--- config.mk ---
export PLATFORM = sky130hd
export DESIGN_NAME = iips_merge
export DESIGN_NICKNAME = d
export VERILOG_FILES = /design/src/rtl/core/iips_pkg.sv /design/src/rtl/core/iips_merge.sv
export SDC_FILE = /design/constraint.sdc
export NUM_CORES = 1
export LEC_CHECK = 0
export BUFFER_PORTS_ARGS = -buffer_cell sky130_fd_sc_hd__buf_2
export CORE_MARGIN = 1.5
export CORE_UTILIZATION = 54
export DETAILED_ROUTE_END_ITERATION = 8
export PLACE_DENSITY = 0.78
export SETUP_SLACK_MARGIN = 0.1
export SLEW_MARGIN = 30
export SYNTH_ARGS = -nofsm -noshare
export SYNTH_HDL_FRONTEND = slang
export SYNTH_SLANG_ARGS = --single-unit
export TNS_END_PERCENT = 10
--- constraint.sdc ---
create_clock -name i_clk -period 4 [get_ports i_clk]
set_input_delay 0.8 -clock i_clk [delete_from_list [all_inputs] [get_ports i_clk]]
set_output_delay 0.8 -clock i_clk [all_outputs]
set_load 0.01 [all_outputs]
--- src/rtl/core/iips_pkg.sv ---
// shared types and constants for the in-order issue port scheduler
package iips_pkg;

    localparam int KIND_W     = 3;
    localparam int IDX_W      = 9;
    localparam int PCNT_W     = 4;
    localparam int OUT_W      = 16;
    localparam int PORT_W     = 3;
    localparam int LAT_W      = 4;
    localparam int USED_W     = 3;
    localparam int CFG_IDX_W  = 3;
    localparam int CFG_DATA_W = 4;
    localparam int PRED_PORTS = 8;

    typedef enum logic [KIND_W-1:0] {
        OP_ADD   = 3'd0,
        OP_NEG   = 3'd1,
        OP_MUL   = 3'd2,
        OP_FMA   = 3'd3,
        OP_LOAD  = 3'd4,
        OP_CONST = 3'd5,
        OP_CMUL  = 3'd6
    } t_op_kind;

    typedef enum logic [CFG_IDX_W-1:0] {
        CFG_MUL_FMA_PORTS = 3'd0,
        CFG_FLOAT_PORTS   = 3'd1,
        CFG_LOAD_PORTS    = 3'd2,
        CFG_LOAD_LATENCY  = 3'd3,
        CFG_OP_LATENCY    = 3'd4
    } t_cfg_reg;

    typedef enum logic [1:0] {
        ST_IDLE  = 2'd0,
        ST_MERGE = 2'd1,
        ST_ISSUE = 2'd2
    } t_state;

    typedef struct packed {
        logic rd_en;
        logic wr_en;
    } t_lane_ctrl;

    localparam logic [PORT_W-1:0] MUL_PORTS_RST   = 3'd2;
    localparam logic [PORT_W-1:0] FLOAT_PORTS_RST = 3'd3;
    localparam logic [PORT_W-1:0] LOAD_PORTS_RST  = 3'd3;
    localparam logic [LAT_W-1:0]  LOAD_LAT_RST    = 4'd5;
    localparam logic [LAT_W-1:0]  OP_LAT_RST      = 4'd4;

    localparam logic [PORT_W-1:0] MUL_PORTS_MIN   = 3'd2;
    localparam logic [PORT_W-1:0] FLOAT_PORTS_MIN = 3'd2;
    localparam logic [PORT_W-1:0] LOAD_PORTS_MIN  = 3'd1;

    localparam logic [USED_W-1:0] USED_MAX        = 3'd7;

endpackage

--- src/rtl/core/iips_merge.sv ---
// registered maximum tree over the lane results and the last issue cycle
module iips_merge
    import iips_pkg::*;
#(
    parameter int LEAVES    = 9,
    parameter int TIME_BITS = 16
) (
    input  logic                 i_clk,
    input  logic [TIME_BITS-1:0] i_leaf [LEAVES],
    output logic [TIME_BITS-1:0] o_max
);

    localparam int LEVELS = $clog2(LEAVES);
    localparam int P2     = 1 << LEVELS;
    localparam int INNER  = P2 - 1;

    logic [TIME_BITS-1:0] w_base  [P2];
    logic [TIME_BITS-1:0] w_inner [INNER];

    for (genvar g = 0; g < P2; g++) begin : g_base
        if (g < LEAVES) begin : g_leaf
            assign w_base[g] = i_leaf[g];
        end else begin : g_pad
            assign w_base[g] = '0;
        end
    end

    for (genvar n = 0; n < INNER; n++) begin : g_node
        logic [TIME_BITS-1:0] w_l;
        logic [TIME_BITS-1:0] w_r;
        logic [TIME_BITS-1:0] r_val;

        if (2 * n + 1 >= INNER) begin : g_from_base
            assign w_l = w_base[2 * n + 1 - INNER];
            assign w_r = w_base[2 * n + 2 - INNER];
        end else begin : g_from_inner
            assign w_l = w_inner[2 * n + 1];
            assign w_r = w_inner[2 * n + 2];
        end

        always_ff @(posedge i_clk) begin
            r_val <= (w_l >= w_r) ? w_l : w_r;
        end

        assign w_inner[n] = r_val;
    end

    assign o_max = w_inner[0];

endmodule
==> metrics <==
status complete, no violations; drt via density 4.906; n_diodes 0; most frequent cells in the layout dfxtp_1, buf_2, inv_1; post_cts resized 0; initial core utilization a little over half; clk sink count 176; final std cells w/o fill between 1k and 1.5k; relative slew slack 45.31%; drt wl/cell around 14 um; Multi-input gate area approximately 4400 um^2; area grow syn2layout 16.83%; placed insts 1110; register area ~3500 um^2; Worst path max stage delay 0.57 ns; GRT Util Overall 19.84%; Final min period ~2.8 ns; syn avg cell area ~12 um^2; Final ANT Viol Nets 0; Max Fanout on Critical Path 16; First-pass DRT Iterations 4; die height 129.7 um; Synth Flop Type dfxtp_1; clk slew on worst S/H paths 0.06 ns; Placer Congestion between 0.8 and 0.9; Data arrival, critical path approximately 3 ns; core area around 16000 um^2; critical path's top delay family compound AO/OA/AOI/OAI gates; Placed Area between 9000 and 10000 um^2; vias in the first global route between 5k and 6k; data required time at the worst endpoint roughly 4.3 ns; most common cell after layout, fill and taps aside dfxtp_1; post-route cell area between 10000 and 15000 um^2; Mapped Cells roughly 750; FF+latch count, synth 176; final hold violation count 0; FFs w/ async S/R, synth 0%; slowest cell on the critical path or4_1; Seq/Total Area, Yosys roughly two fifths; CTS tree done; number of synthesized flops with an enable pin 0; crit share post-route approximately 69%; PortBufs 160; setup bufs post-CTS 0; Crit. End Element flip-flop; Root Driver clkbuf_16; final setup fails 0; Top Ports ~160; Worst setup SP type input port; CTS H-Tree Depth 4; Worst-Skew Late Latency approximately 0.43 ns; Vias 5603; Fillers approximately 1.3k; worst slew pin tran approximately 0.8 ns; final clock skew approximately 0.0072 ns; Mapped Nets slightly above 1k; drt drc 0; Chip Width around 130 um; DRT Wirelength around 16000 um; maximum root-to-sink buffer count 2; Worst VDD drop 0.4051 mV; CTS Buf Count 17; largest net degree at the start of global routing 17; Max Freq about 0.36 GHz; maxcap violations 0; power per cell area 555.0 nW/um^2; Synth cell types 24; CP bufs+invs 2; Final Power about 5.6 mW; die area between 15000 and 20000 um^2; hold crit path type flip-flop to flip-flop; Setup CP Type input port to flip-flop; initial drt markers 146; Warnings, synthesis 0; static leakage power 5.320 nW; first-pass GRT wire length 25700 um; final slew viol count 0; worst-path cell chain buf_2 -> inv_1 -> ha_1 -> nand4_1 -> or4_1 -> o32ai_1 -> a211o_2 -> mux2_2; initial antenna violation count 0; Setup TNS Final 0 ns; Nets approximately 1.2k; cts hold-fix bufs 0; post-DP HPWL roughly 13000 um; unrepaired setup endpoints after global routing false; GR Overflow Total 0; Netlist Area Pre-Place between 8000 and 9000 um^2; # rows 46; layout cells sized above 1 36.39%
==> path summary, 6_finish.rpt <==
check	startpoint	endpoint	depth (start not counted)	slack [ns]
worst max-delay path	i_leaf[126]	g_node[3].w_l[0]	8	1.23
worst min register to register	g_node[11].r_val[12]	g_node[2].w_l[12]	0	0.33
worst min-delay path	g_node[11].r_val[12]	g_node[2].w_l[12]	0	0.33
worst max register to register	g_node[3].w_r[11]	g_node[1].w_l[3]	7	1.35
==> flip-flops by register name, indices dropped and copies added (netlist names) <==
signal        cells
g_node.r_val     32
g_node.w_l       80
g_node.w_r       48
o_max            16
==> report_power, final <==
| part | internal, mW | switching (mW) |
|---|---|---|
| combinational | 0.914 | 0.699 |
| clock | 1.01 | 0.688 |
| sequential | 2.12 | 0.191 |
| total | 4.04 | 1.58 |
==> metrics by stage <==
| stage | worst slack [ns] | hold slack, ns | util [%] |
|---|---|---|---|
| 6_report | 1.232 | 0.3265 | 64.20 |
| 5_1_grt | 1.155 | 0.3345 | 64.20 |
| 4_1_cts | 1.247 | 0.3284 | 64.20 |
| 3_5_place_dp | 0.8114 | 0.3121 | 60.28 |
| 3_3_place_gp | 0.8818 | 0.3117 | 60.28 |
| 2_1_floorplan | 1.275 | 0.3096 | - |
==> cell type report <==
cell class | instances | share of cell area, %
timing repair buffer | 160 | 7.909
clock buffer | 18 | 4.338
inverter | 143 | 5.302
multi-input combinational | 415 | 43.22
sequential | 176 | 34.80
tap | 216 | 2.669
clock inverter | 14 | 1.767
==> Yosys cell counts (8+ instances only) <==
library cell / number / area share, %
mux2_2: 58 / 7.5
inv_1: 143 / 6.2
buf_6: 8 / 1.0
a2111oi_2: 9 / 1.6
o221ai_1: 8 / 0.81
nor2_1: 8 / 0.35
o21a_1: 14 / 1.2
dfxtp_1: 176 / 41
nand2_1: 23 / 1.0
a21o_1: 8 / 0.69
mux2_4: 70 / 12
nand4_1: 15 / 1.1
a21oi_1: 38 / 2.2
ha_1: 128 / 18
nand2b_1: 8 / 0.58
==> cell families after synthesis <==
logic type               synth area share, %
flip-flops                             40.66
buffers and inverters                  8.851
multiplexers                           19.67
adder cells (fa/ha/maj)                18.48
AO/OA/AOI/OAI                          8.533
AND/OR/NAND/NOR                        3.812
==> per-layer routing <==
| layer | track usage (%) | vias to the layer above | share of wire, % |
|---|---|---|---|
| met3 | 4.913 | 27 | 4.9 |
| met2 | 32.93 | 133 | 48 |
| li1 | - | 2912 | - |
| met5 | 0 | - | 0 |
| met1 | 24.32 | 2531 | 45 |
| met4 | 9.085 | 0 | 2.4 |
No activity file was read; power rests on OpenSTA's default activity.
